--- config.mk ---
export PLATFORM = sky130hd
export DESIGN_NAME = sai_cell
export DESIGN_NICKNAME = d
export VERILOG_FILES = /design/src/rtl/sai_pkg.sv /design/src/rtl/sai_cell.sv
export SDC_FILE = /design/constraint.sdc
export NUM_CORES = 1
export LEC_CHECK = 0
export ABC_AREA = 1
export BUFFER_PORTS_ARGS = -buffer_cell sky130_fd_sc_hd__buf_2
export CAP_MARGIN = 20
export CELL_PAD_IN_SITES_DETAIL_PLACEMENT = 0
export CELL_PAD_IN_SITES_GLOBAL_PLACEMENT = 1
export CORE_MARGIN = 1
export CORE_UTILIZATION = 29
export CTS_CLUSTER_DIAMETER = 150
export DETAILED_ROUTE_END_ITERATION = 10
export HOLD_SLACK_MARGIN = 0.05
export PLACE_DENSITY_LB_ADDON = 0.1
export SETUP_SLACK_MARGIN = 0.15
export SYNTH_ARGS = -nofsm -noshare
export SYNTH_HDL_FRONTEND = slang
export SYNTH_SLANG_ARGS = --single-unit
--- constraint.sdc ---
create_clock -name clk -period 3.3 [get_ports clk]
set_input_delay 0.66 -clock clk [delete_from_list [all_inputs] [get_ports clk]]
set_output_delay 0.66 -clock clk [all_outputs]
set_load 0.01 [all_outputs]
--- src/rtl/sai_pkg.sv ---
`default_nettype none

package sai_pkg;

	localparam int unsigned DEPTH_DEFAULT = 128;
	localparam int unsigned DATA_W        = 32;
	localparam int unsigned INDEX_W       = 7;
	localparam int unsigned POS_W         = 7;
	localparam int unsigned COUNT_W       = 8;
	localparam int unsigned STATUS_W      = 2;

	localparam logic FUNC_INSERT = 1'b0;
	localparam logic FUNC_READ   = 1'b1;

	localparam logic [STATUS_W-1:0] STATUS_OK    = 2'd0;
	localparam logic [STATUS_W-1:0] STATUS_FULL  = 2'd1;
	localparam logic [STATUS_W-1:0] STATUS_RANGE = 2'd2;

	typedef struct packed {
		logic                     ins;
		logic signed [DATA_W-1:0] value;
		logic [INDEX_W-1:0]       idx;
	} sai_cmd_t;

endpackage

`default_nettype wire

--- src/rtl/sai_cell.sv ---
`default_nettype none

module sai_cell
	import sai_pkg::*;
#(
	parameter int unsigned DEPTH = DEPTH_DEFAULT,
	parameter int unsigned IDX   = 0,
	parameter int unsigned CW    = $clog2(DEPTH + 1)
) (
	input  wire logic                     clk,
	input  wire sai_cmd_t                 cmd,
	input  wire logic [CW-1:0]            fill,
	input  wire logic signed [DATA_W-1:0] prev_entry,
	input  wire logic                     prev_g,
	output logic signed [DATA_W-1:0]      entry,
	output logic                          g,
	output logic                          hit,
	output logic [DATA_W-1:0]             rd_data
);

	localparam int unsigned AW = $clog2(DEPTH);
	localparam int unsigned KW = (AW > INDEX_W) ? AW : INDEX_W;

	logic signed [DATA_W-1:0] entry_q;
	logic                     held;
	logic                     rd_sel;

	// cells at or above the fill level act as +infinity
	assign held    = CW'(IDX) < fill;
	assign g       = !held || (cmd.value < entry_q);
	assign hit     = g && !prev_g;
	assign rd_sel  = KW'(cmd.idx) == KW'(IDX);
	assign rd_data = rd_sel ? entry_q : '0;
	assign entry   = entry_q;

	// shift up from the neighbor below, or take the new value at the insert point
	always_ff @(posedge clk) begin
		if (cmd.ins && g) begin
			entry_q <= prev_g ? prev_entry : cmd.value;
		end
	end

endmodule

`default_nettype wire

* Yosys cells after proc, flatten, opt, wreduce, memory -nomap -nowiden
Index checks and enable logic that the tools add are counted.
** Operators by class
- Order comparisons :: 2
- Multiplexer cells :: 2
- Reductions and logical operators :: 6
** Operators by type and width (count)
- $mux 32 :: 2
- $lt 32x32->1 :: 1
- $lt 1x8->1 const A :: 1
- $logic_not 7->1 :: 1
- $logic_and 1x1->1 :: 2
- $logic_not 1->1 :: 2
- $logic_or 1x1->1 :: 1
** Word-level totals
- Flip-flop bits (word level) :: 32
- Bits of input ports :: 82
- Output and inout port bits :: 66
- Logic and storage cells :: 11

* Logic depth before layout (Yosys ltp)
Gate-level depths: netlist of run 1.
- Depth in word-level cells :: 4
- Depth in mapped cells :: 16
- Gate-level depth less buffers :: 16

* Least setup slack after synthesis of run 1
No wires, ideal clock.
- Path kind :: input -> register
- Start :: input cmd[38] in the netlist's numbering
- End :: register entry_q[0], in the netlist entry[0] (enable)
- Library setup time :: 387 ps
- Arrival :: 2343 ps
- Required time :: 2913 ps
- Slack :: 570 ps
- Cell stages on the path :: 10
- Path buffers :: 0
- Cell sequence :: ha_1 -> nand4_1 -> clkinv_1 -> nand2_1 -> o211ai_1 -> nor2_1 -> nand3_1 -> nand3_2 -> nand2_1 -> inv_1
** Between the ends
- Word-level cells in the longest chain between the ends :: 3
** RTL lines
- from (decl) :: RTL line sai_cell.sv:11 : input wire sai_cmd_t cmd,
- $lt 32x32->1 :: RTL line sai_cell.sv:30 : assign g = !held || (cmd.value < entry_q);
- $logic_or 1x1->1 :: RTL line sai_cell.sv:30
- named net g :: RTL line sai_cell.sv:16 : output logic g,
- $logic_and 1x1->1 :: RTL line sai_cell.sv:38 : if (cmd.ins && g) begin
- to (signal assigned) :: RTL line sai_cell.sv:39 : entry_q <= prev_g ? prev_entry : cmd.value;
- to (decl) :: RTL line sai_cell.sv:24 : logic signed [DATA_W-1:0] entry_q;
The timed path passes the listed nets, and every way through them passes these cells.
A chain may end at the register's enable or synchronous reset.

* Worst setup path after layout of run 1
- Start :: input cmd[12] in the netlist's numbering
- End :: output hit
** Between the ends
- Word-level cells in the longest chain between the ends :: 3
** RTL lines
- $lt 32x32->1 :: RTL line sai_cell.sv:30
- $logic_or 1x1->1 :: RTL line sai_cell.sv:30
- $logic_and 1x1->1 :: RTL line sai_cell.sv:31 : assign hit = g && !prev_g;
- to (decl) :: RTL line sai_cell.sv:17 : output logic hit,
No other way between the ends.

==> impl_table.tex, run 1 <==
\begin{tabular}{lr}
\hline
Metric & Value \\
\hline
\multicolumn{2}{l}{\textbf{Synthesis}} \\
\quad Number of synthesized flops with an enable pin & 32 \\
\quad Flip-flop and latch count after synthesis & 32 \\
\quad Number of warnings reported in the yosys synthesis log & 0 \\
\quad Async S/R FF share, synth & 0 \\
\quad Predominant post-synthesis flop cell & sky130\_fd\_sc\_hd\_\_edfxtp\_1 \\
\quad Cell type with the largest total area after synthesis & sky130\_fd\_sc\_hd\_\_edfxtp\_1 \\
\quad Post-synthesis average cell area & 7.54 sq um \\
\quad Most frequent cells after synthesis & sky130\_fd\_sc\_hd\_\_nand2\_1 (125), sky130\_fd\_sc\_hd\_\_inv\_1 (44), sky130\_fd\_sc\_hd\_\_nor2\_1 (38) \\
\quad Area share of the leading cell type in the synthesized netlist & 0.405 \\
\quad Top area cells in the synthesized netlist & sky130\_fd\_sc\_hd\_\_edfxtp\_1 (40\%), sky130\_fd\_sc\_hd\_\_nand2\_1 (20\%), sky130\_fd\_sc\_hd\_\_ha\_1 (16\%) \\
\quad Post-Synthesis Cell Area & 2370 sq um \\
\quad Seq/Total Area, Yosys & 0.405 \\
\quad Number of instances in the synthesized netlist & 315 \\
\quad Synth unique cells & 19 \\
\quad Synthesized net count & 428 \\
\quad Most frequent cell after synthesis & sky130\_fd\_sc\_hd\_\_nand2\_1 \\
\multicolumn{2}{l}{\textbf{Clock network}} \\
\quad Longest Clk Path Bufs & 2 \\
\quad Hold-fix buffer count after cts & 0 \\
\quad Post-CTS setup buffer count & 0 \\
\quad Number of buffers created by CTS & 5 \\
\quad Clock tree from TritonCTS & yes \\
\quad Library cell used as clock root buffer & sky130\_fd\_sc\_hd\_\_clkbuf\_8 \\
\quad CTS HTree Levels & 2 \\
\quad Later-pin clock latency in the skew report & 0.28 ns \\
\quad Cells resized by post-CTS repair & 0 \\
\quad Sink Count & 32 \\
\quad Register clock-pin slew on the reported worst setup and hold paths & 0.07 ns \\
\multicolumn{2}{l}{\textbf{Outcome}} \\
\quad Status & completed \\
\multicolumn{2}{l}{\textbf{Critical path}} \\
\quad Crit path max-delay cell type & sky130\_fd\_sc\_hd\_\_ha\_1 \\
\quad Required time reported for the critical path endpoint & 2.64 ns \\
\quad Data arrival time of the critical path & 2.13 ns \\
\quad Worst stage delay on the critical path & 0.30 ns \\
\quad Cell mode on critical path & sky130\_fd\_sc\_hd\_\_nand2\_1 \\
\quad Buf+Inv Stages, Crit Path & 3 \\
\quad Startpoint type of the worst setup path & input pin \\
\quad Category of the worst setup path capture point & output port \\
\quad List of cells traversed by the critical path & buf\_2, ha\_1, a21oi\_1, nor2\_1, nor3\_2, nand2\_1, nand2\_1, nand2\_1, nand2\_1, nand2\_1, nand2\_1, nand3\_2, nand2\_1, inv\_1, buf\_2 \\
\quad WS Path Type & input pin to output port \\
\quad Largest fanout on the critical path & 3 \\
\quad Kind of cell adding the most delay to the critical path & simple AND/OR/NAND/NOR gates \\
\multicolumn{2}{l}{\textbf{STA}} \\
\quad Max-slew headroom & 0.739 \\
\quad Setup total negative slack & 0 ns \\
\quad Tmin final & 2.79 ns \\
\quad Final Setup Violations & 0 \\
\quad Maximum clock skew at final layout & 0.00455 ns \\
\quad Unrepaired setup endpoints after global routing & no \\
\quad Worst Tran Pin Value & 0.391 ns \\
\quad Final hold violation count & 0 \\
\quad Maximum clock rate & 358 MHz \\
\quad Fin. max-slew vios & 0 \\
\quad Share of the clock period used by the worst path & 0.846 \\
\multicolumn{2}{l}{\textbf{Power and ir drop}} \\
\quad Part of the total power dissipated in combinational logic & 0.288 \\
\quad Total leakage power & 1.96 nW \\
\quad Share of power burned in registers & 0.455 \\
\quad Reported net switching power & 364 uW \\
\quad Total power draw & 1.14 mW \\
\quad IR drop worst, VDD & 162 uV \\
\quad P per Cell Area & 345 nW/um\^{}2 \\
\quad Sw frac & 0.319 \\
\quad Clock group share of total power & 0.257 \\
\quad Internal power summed over all cells & 777 uW \\
\multicolumn{2}{l}{\textbf{GRT}} \\
\quad Wire length of the first global-routing pass & 11.1 mm \\
\quad Total global routing overflow & 0 \\
\quad Vias in the first global route & 2,379 \\
\quad Number of antenna violations at the first check in global routing & 0 \\
\quad Total routing usage reported by global routing & 0.167 \\
\quad Maximum number of pins on one net before global-route repair & 34 \\
\multicolumn{2}{l}{\textbf{Drt}} \\
\quad Detailed route wirelength on metal2 & 3.15 mm \\
\quad Via/cell ratio & 4.39 \\
\quad Wl on met1 & 3.25 mm \\
\quad DR pass1 iterations & 4 \\
\quad Sum of met3 wire segment lengths after detailed routing & 534 um \\
\quad Violation count after the first detailed-route iteration & 47 \\
\quad Number of vias in the routed layout & 2,484 \\
\quad Final antenna-violating net count & 0 \\
\quad Top metal layer carrying routed signals & met4 \\
\quad Total Routed Length & 7.01 mm \\
\quad Number of design rule violations left after detail routing & 0 \\
\quad Routed length per placed instance & 12.4 um \\
\multicolumn{2}{l}{\textbf{Job}} \\
\quad Max-cap viol count & 0 \\
\multicolumn{2}{l}{\textbf{Place}} \\
\quad DP Cell Count & 559 \\
\quad HPWL after DPL & 5.29 mm \\
\quad Area after DPL & 3230 sq um \\
\quad Placer's final routability congestion estimate & 0.728 \\
\quad I/O Buffers & 147 \\
\multicolumn{2}{l}{\textbf{Die}} \\
\quad Effective utilization at floorplan & 0.304 \\
\quad Chip Height & 92.5 um \\
\quad Die Area & 8550 sq um \\
\quad Core outline area & 7810 sq um \\
\quad Width of the die & 92.5 um \\
\quad Total number of placement rows & 32 \\
\quad I/O pin count & 148 \\
\multicolumn{2}{l}{\textbf{Layout}} \\
\quad Fraction of layout cells with a size suffix above 1 & 0.347 \\
\quad NumNets Final & 577 \\
\quad Max FFs per register & 32 \\
\quad Number of non-filler instances in the completed layout & 566 \\
\quad Final-layout fill cell count & 874 \\
\quad Growth of design area from synthesis to finish & 39.3\% \\
\quad Total inserted antenna cells & 0 \\
\quad Post-route cell area & 3310 sq um \\
\multicolumn{2}{l}{\textbf{Hold path}} \\
\quad Path category of the worst min-delay check & input pin to flip-flop \\
\hline
\end{tabular}
==> metrics by stage <==
stage	utilization	setup WS [ns]	hold WS, ns
finish	0.424	0.510	0.637
global placement	0.414	0.510	0.930
global route	0.424	0.351	0.628
floorplan	-	0.570	0.839
detailed placement	0.414	0.481	0.928
CTS	0.424	0.474	0.628
==> cell type report <==
class	count	area, sq um	area share
clock inverter	2	7.51	0.00227
tap	102	128	0.0386
sequential	32	961	0.291
clock buffer	5	68.8	0.0208
timing repair buffer	152	773	0.234
multi-input combinational	228	1200	0.363
inverter	45	169	0.0511
==> logic make-up (layout without fill, tap and decap cells) <==
logic type,after synthesis,in the layout,share of synthesized area
fa+ha+maj,31,31,0.163
compound gates,22,22,0.0490
simple gates,175,175,0.293
buf+inv,55,204,0.0901
flops,32,32,0.405
==> final timing paths <==
path | startpoint | to | slack (ns) | cells past startpoint
max reg2reg | entry[5] | entry[14] | 1.00 | 14
max | cmd[12] | hit | 0.51 | 15
min reg2reg | entry[31] | entry[27] | 1.36 | 7
min | prev_entry[30] | entry[30] | 0.64 | 3
==> power groups by stage <==
stage                     Clock (mW)  Sequential (mW)  Combinational [mW]
after floorplan                    0            0.547               0.168
after global placement             0            0.527               0.333
after detailed placement           0            0.528               0.336
after CTS                      0.308            0.519               0.338
after global routing           0.320            0.524               0.381
final                          0.293            0.519               0.329
==> per-layer routing <==
| layer | global-route usage | vias up |
|---|---|---|
| met1 | 0.213 | 1089 |
| li1 | - | 1294 |
| met2 | 0.281 | 96 |
| met5 | 0 | - |
| met4 | 0.0430 | 0 |
| met3 | 0.0394 | 5 |
==> tightest hold or removal path, stage by stage <==
cell	delay [ns]
sky130_fd_sc_hd__buf_2	0.07
sky130_fd_sc_hd__nand2_1	0.04
sky130_fd_sc_hd__nand2_1	0.05
==> cell usage in the layout (no fill, tap or decap) <==
master	count
sky130_fd_sc_hd__clkbuf_8	5
sky130_fd_sc_hd__nand4_2	1
sky130_fd_sc_hd__nand3_2	1
sky130_fd_sc_hd__nor2_1	38
sky130_fd_sc_hd__a21oi_2	1
sky130_fd_sc_hd__a21oi_1	14
sky130_fd_sc_hd__o21ai_0	6
sky130_fd_sc_hd__nand3_1	2
sky130_fd_sc_hd__nor3_2	1
sky130_fd_sc_hd__clkinv_1	3
sky130_fd_sc_hd__ha_1	31
sky130_fd_sc_hd__buf_2	147
sky130_fd_sc_hd__nor4_1	3
sky130_fd_sc_hd__nand2_1	125
sky130_fd_sc_hd__buf_4	5
sky130_fd_sc_hd__o211ai_1	1
sky130_fd_sc_hd__inv_1	44
sky130_fd_sc_hd__edfxtp_1	32
sky130_fd_sc_hd__nand4_1	2
sky130_fd_sc_hd__nor3_1	2
No activity file was read; power rests on OpenSTA's default activity.
==> run 2, diff against run 1 <==
- ABC_AREA: 1 -> 0
- CORE_UTILIZATION: 29 -> 31
- clock period: 3.3 -> 2.7 ns (I/O delays scaled with it)
==> impl_table.tex, run 2 <==
\begin{tabular}{lr}
\hline
Metric & Value \\
\hline
\multicolumn{2}{l}{\textbf{Power and ir drop}} \\
\quad P per Cell Area & 415 nW/um\^{}2 (+20\%) \\
\quad Total leakage power & 1.86 nW (-5.3\%) \\
\quad IR drop worst, VDD & 172 uV (+6.3\%) \\
\multicolumn{2}{l}{\textbf{Die}} \\
\quad Die Area & 8140 sq um (-4.9\%) \\
\quad Effective utilization at floorplan & 0.327 (+0.0232) \\
\quad Total number of placement rows & 31 (-3.1\%) \\
\quad Chip Height & 90.2 um (-2.5\%) \\
\quad Width of the die & 90.2 um (-2.5\%) \\
\quad I/O pin count & 148 (unchanged) \\
\quad Core outline area & 7370 sq um (-5.6\%) \\
\multicolumn{2}{l}{\textbf{Synthesis}} \\
\quad Post-synthesis average cell area & 10.6 sq um (+41\%) \\
\quad Post-Synthesis Cell Area & 2410 sq um (+1.6\%) \\
\quad Number of synthesized flops with an enable pin & 32 (unchanged) \\
\quad Cell type with the largest total area after synthesis & sky130\_fd\_sc\_hd\_\_edfxtp\_1 \\
\quad Top area cells in the synthesized netlist & sky130\_fd\_sc\_hd\_\_edfxtp\_1 (40\%), sky130\_fd\_sc\_hd\_\_ha\_1 (16\%), sky130\_fd\_sc\_hd\_\_mux2\_2 (15\%) \\
\quad Seq/Total Area, Yosys & 0.398 (-0.00630) \\
\quad Async S/R FF share, synth & 0 (unchanged) \\
\quad Area share of the leading cell type in the synthesized netlist & 0.398 (-0.00630) \\
\quad Number of instances in the synthesized netlist & 227 (-28\%) \\
\quad Flip-flop and latch count after synthesis & 32 (unchanged) \\
\quad Synth unique cells & 27 (+8) \\
\quad Synthesized net count & 340 (-21\%) \\
\quad Number of warnings reported in the yosys synthesis log & 0 (unchanged) \\
\quad Most frequent cells after synthesis & sky130\_fd\_sc\_hd\_\_and2\_1 (32), sky130\_fd\_sc\_hd\_\_edfxtp\_1 (32), sky130\_fd\_sc\_hd\_\_inv\_1 (32), sky130\_fd\_sc\_hd\_\_mux2\_2 (32), sky130\_fd\_sc\_hd\_\_ha\_1 (31) \\
\quad Predominant post-synthesis flop cell & sky130\_fd\_sc\_hd\_\_edfxtp\_1 \\
\multicolumn{2}{l}{\textbf{GRT}} \\
\quad Number of antenna violations at the first check in global routing & 0 (unchanged) \\
\quad Vias in the first global route & 2,177 (-8.5\%) \\
\quad Wire length of the first global-routing pass & 10.5 mm (-5.8\%) \\
\quad Total global routing overflow & 0 (unchanged) \\
\quad M1 GR Usage & 0.198 (-0.0147) \\
\quad Maximum number of pins on one net before global-route repair & 18 (-47\%) \\
\quad Most Used Layer, Global Route & met2 \\
\quad Total routing usage reported by global routing & 0.161 (-0.00549) \\
\quad Met2 track demand over resource & 0.280 (-0.00158) \\
\quad Met3 Usage GRT & 0.0364 (-0.00303) \\
\multicolumn{2}{l}{\textbf{STA}} \\
\quad Worst Tran Pin Value & 0.471 ns (+0.0800 ns) \\
\quad Tmin final & 2.82 ns \\
\quad Maximum clock rate & 355 MHz \\
\quad Maximum clock skew at final layout & 0.00539 ns (+0.000838 ns) \\
\quad Final hold violation count & 0 (unchanged) \\
\quad Max-slew headroom & 0.683 (-0.0562) \\
\quad Unrepaired setup endpoints after global routing & yes \\
\quad Fin. max-slew vios & 0 (unchanged) \\
\quad Final worst-path setup slack & -0.118 ns (-0.628 ns) \\
\quad Final Setup Violations & 2 (+2) \\
\quad Share of the clock period used by the worst path & 1.04 \\
\multicolumn{2}{l}{\textbf{Critical path}} \\
\quad Largest fanout on the critical path & 2 (-1) \\
\quad Required time reported for the critical path endpoint & 2.16 ns (-0.48 ns) \\
\quad WS Path Type & flip-flop to output port \\
\quad Data arrival time of the critical path & 2.28 ns (+0.15 ns) \\
\quad Category of the worst setup path capture point & output port \\
\quad Startpoint type of the worst setup path & flip-flop \\
\multicolumn{2}{l}{\textbf{Place}} \\
\quad I/O Buffers & 147 (unchanged) \\
\quad Area after DPL & 3430 sq um (+6.2\%) \\
\quad Placer's final routability congestion estimate & 0.748 (+2.8\%) \\
\quad Setup slack after placement & -0.154 ns (-0.634 ns) \\
\quad HPWL after DPL & 5.32 mm (+0.56\%) \\
\multicolumn{2}{l}{\textbf{Layout}} \\
\quad Leading cell type in the layout, fill and taps excluded & sky130\_fd\_sc\_hd\_\_buf\_2 \\
\quad Growth of design area from synthesis to finish & 52.1\% \\
\quad Post-route cell area & 3670 sq um (+11\%) \\
\quad Most frequent cells in the layout & sky130\_fd\_sc\_hd\_\_buf\_2 (147), sky130\_fd\_sc\_hd\_\_mux2\_2 (32), sky130\_fd\_sc\_hd\_\_and2\_1 (32), sky130\_fd\_sc\_hd\_\_edfxtp\_1 (32), sky130\_fd\_sc\_hd\_\_inv\_1 (30) \\
\quad Total inserted antenna cells & 0 (unchanged) \\
\quad NumNets Final & 512 (-11\%) \\
\quad Max FFs per register & 32 (unchanged) \\
\quad Fraction of layout cells with a size suffix above 1 & 0.567 (+0.220) \\
\multicolumn{2}{l}{\textbf{Outcome}} \\
\quad Violated checks & negative setup slack \\
\quad Status & complete, but fails checks \\
\multicolumn{2}{l}{\textbf{Clock network}} \\
\quad Longest Clk Path Bufs & 2 (unchanged) \\
\quad CTS HTree Levels & 2 (unchanged) \\
\quad Sink Count & 32 (unchanged) \\
\quad Clock tree from TritonCTS & yes \\
\quad Register clock-pin slew on the reported worst setup and hold paths & 0.07 ns (about the same) \\
\quad Library cell used as clock root buffer & sky130\_fd\_sc\_hd\_\_clkbuf\_8 \\
\quad Number of buffers created by CTS & 5 (unchanged) \\
\quad Later-pin clock latency in the skew report & 0.28 ns (about the same) \\
\multicolumn{2}{l}{\textbf{Drt}} \\
\quad Number of design rule violations left after detail routing & 0 (unchanged) \\
\quad Number of vias in the routed layout & 2,264 (-8.9\%) \\
\quad DR pass1 iterations & 4 (unchanged) \\
\quad Violation count after the first detailed-route iteration & 25 (-47\%) \\
\quad Total Routed Length & 6.49 mm (-7.4\%) \\
\quad Routed length per placed instance & 13.1 um (+5.7\%) \\
\quad Final antenna-violating net count & 0 (unchanged) \\
\quad Via/cell ratio & 4.56 (+4.0\%) \\
\multicolumn{2}{l}{\textbf{Hold path}} \\
\quad Path category of the worst min-delay check & input pin to flip-flop \\
\multicolumn{2}{l}{\textbf{Job}} \\
\quad Max-cap viol count & 0 (unchanged) \\
\hline
\end{tabular}
## run 2: changes by cell type in the layout (fill, tap and decap cells not counted), sizes merged, moves of 3 or more
cell    previous run  this run
mux2               0        32
clkinv             3         0
nand4              3         7
inv               44        32
nand2            125        10
and2               0        32
nor2              38         2
buf              152       171
## run 2: critical path: stages, from the launching register on
cell and delay (ns):
sky130_fd_sc_hd__edfxtp_1 0.35, sky130_fd_sc_hd__inv_1 0.05, sky130_fd_sc_hd__ha_1 0.26, sky130_fd_sc_hd__nand4_1 0.10, sky130_fd_sc_hd__o311a_1 0.38, sky130_fd_sc_hd__o41a_1 0.38
sky130_fd_sc_hd__o21a_1 0.19, sky130_fd_sc_hd__o21a_1 0.16, sky130_fd_sc_hd__buf_2 0.13
## run 2: layout make-up
class / count / area [sq um]
Fill cell: 755 / 3700
Multi-Input combinational cell: 156 / 1420
Timing Repair Buffer: 172 / 980
Sequential cell: 32 / 961
Tap cell: 99 / 124
Inverter: 32 / 120
Clock buffer: 5 / 68.8
## run 2: where the power goes
| group | leakage (nW) | total [mW] | switching [mW] | internal, mW |
|---|---|---|---|---|
| logic | 1.52 | 0.533 | 0.253 | 0.280 |
| registers | 0.302 | 0.653 | 0.0327 | 0.620 |
| clock network | 0.0359 | 0.335 | 0.169 | 0.166 |
## run 2: cells by family (layout without fill, tap and decap cells)
| logic type | count (synthesis) | after routing | synth area share |
|---|---|---|---|
| flops | 32 | 32 | 0.398 |
| mux | 32 | 32 | 0.149 |
| buf+inv | 39 | 209 | 0.0607 |
| fa+ha+maj | 31 | 31 | 0.161 |
| compound gates | 29 | 29 | 0.0752 |
| simple gates | 64 | 64 | 0.156 |
## run 2: worst paths after layout
check | startpoint | endpoint | slack (ns) | cells after the start
setup / recovery | entry[4] | g | -0.12 | 8
hold / removal | prev_entry[26] | entry[26] | 0.55 | 2
setup reg to reg | entry[2] | entry[31] | 0.10 | 11
hold reg to reg | entry[19] | entry[21] | 1.56 | 9
## run 2: layer usage
metal  wire, um  vias to the layer above
met1       2830                     1025
met3        361                        5
met4         61                        0
li1           -                     1154
met5          0                        -
met2       3240                       80
## run 2: through the flow
stage	util	TNS (ns)	cells	hold WS (ns)	power, mW
floorplan	-	-4.92	227	0.760	0.915
global placement	0.466	-1.62	482	0.841	1.13
detailed placement	0.466	-1.90	482	0.846	1.14
CTS	0.487	-0.427	492	0.545	1.51
global route	0.498	-0.526	496	0.549	1.62
finish	0.498	-0.210	496	0.555	1.52
## run 2: timing repair
item	4_1_cts	5_1_grt
setup endpoints to repair	2	34
pin swaps	9	9
buffers inserted	5	3
endpoints found under the hold margin	0	0
hold buffers	0	0
gates cloned	0	1
gates resized for setup	8	8
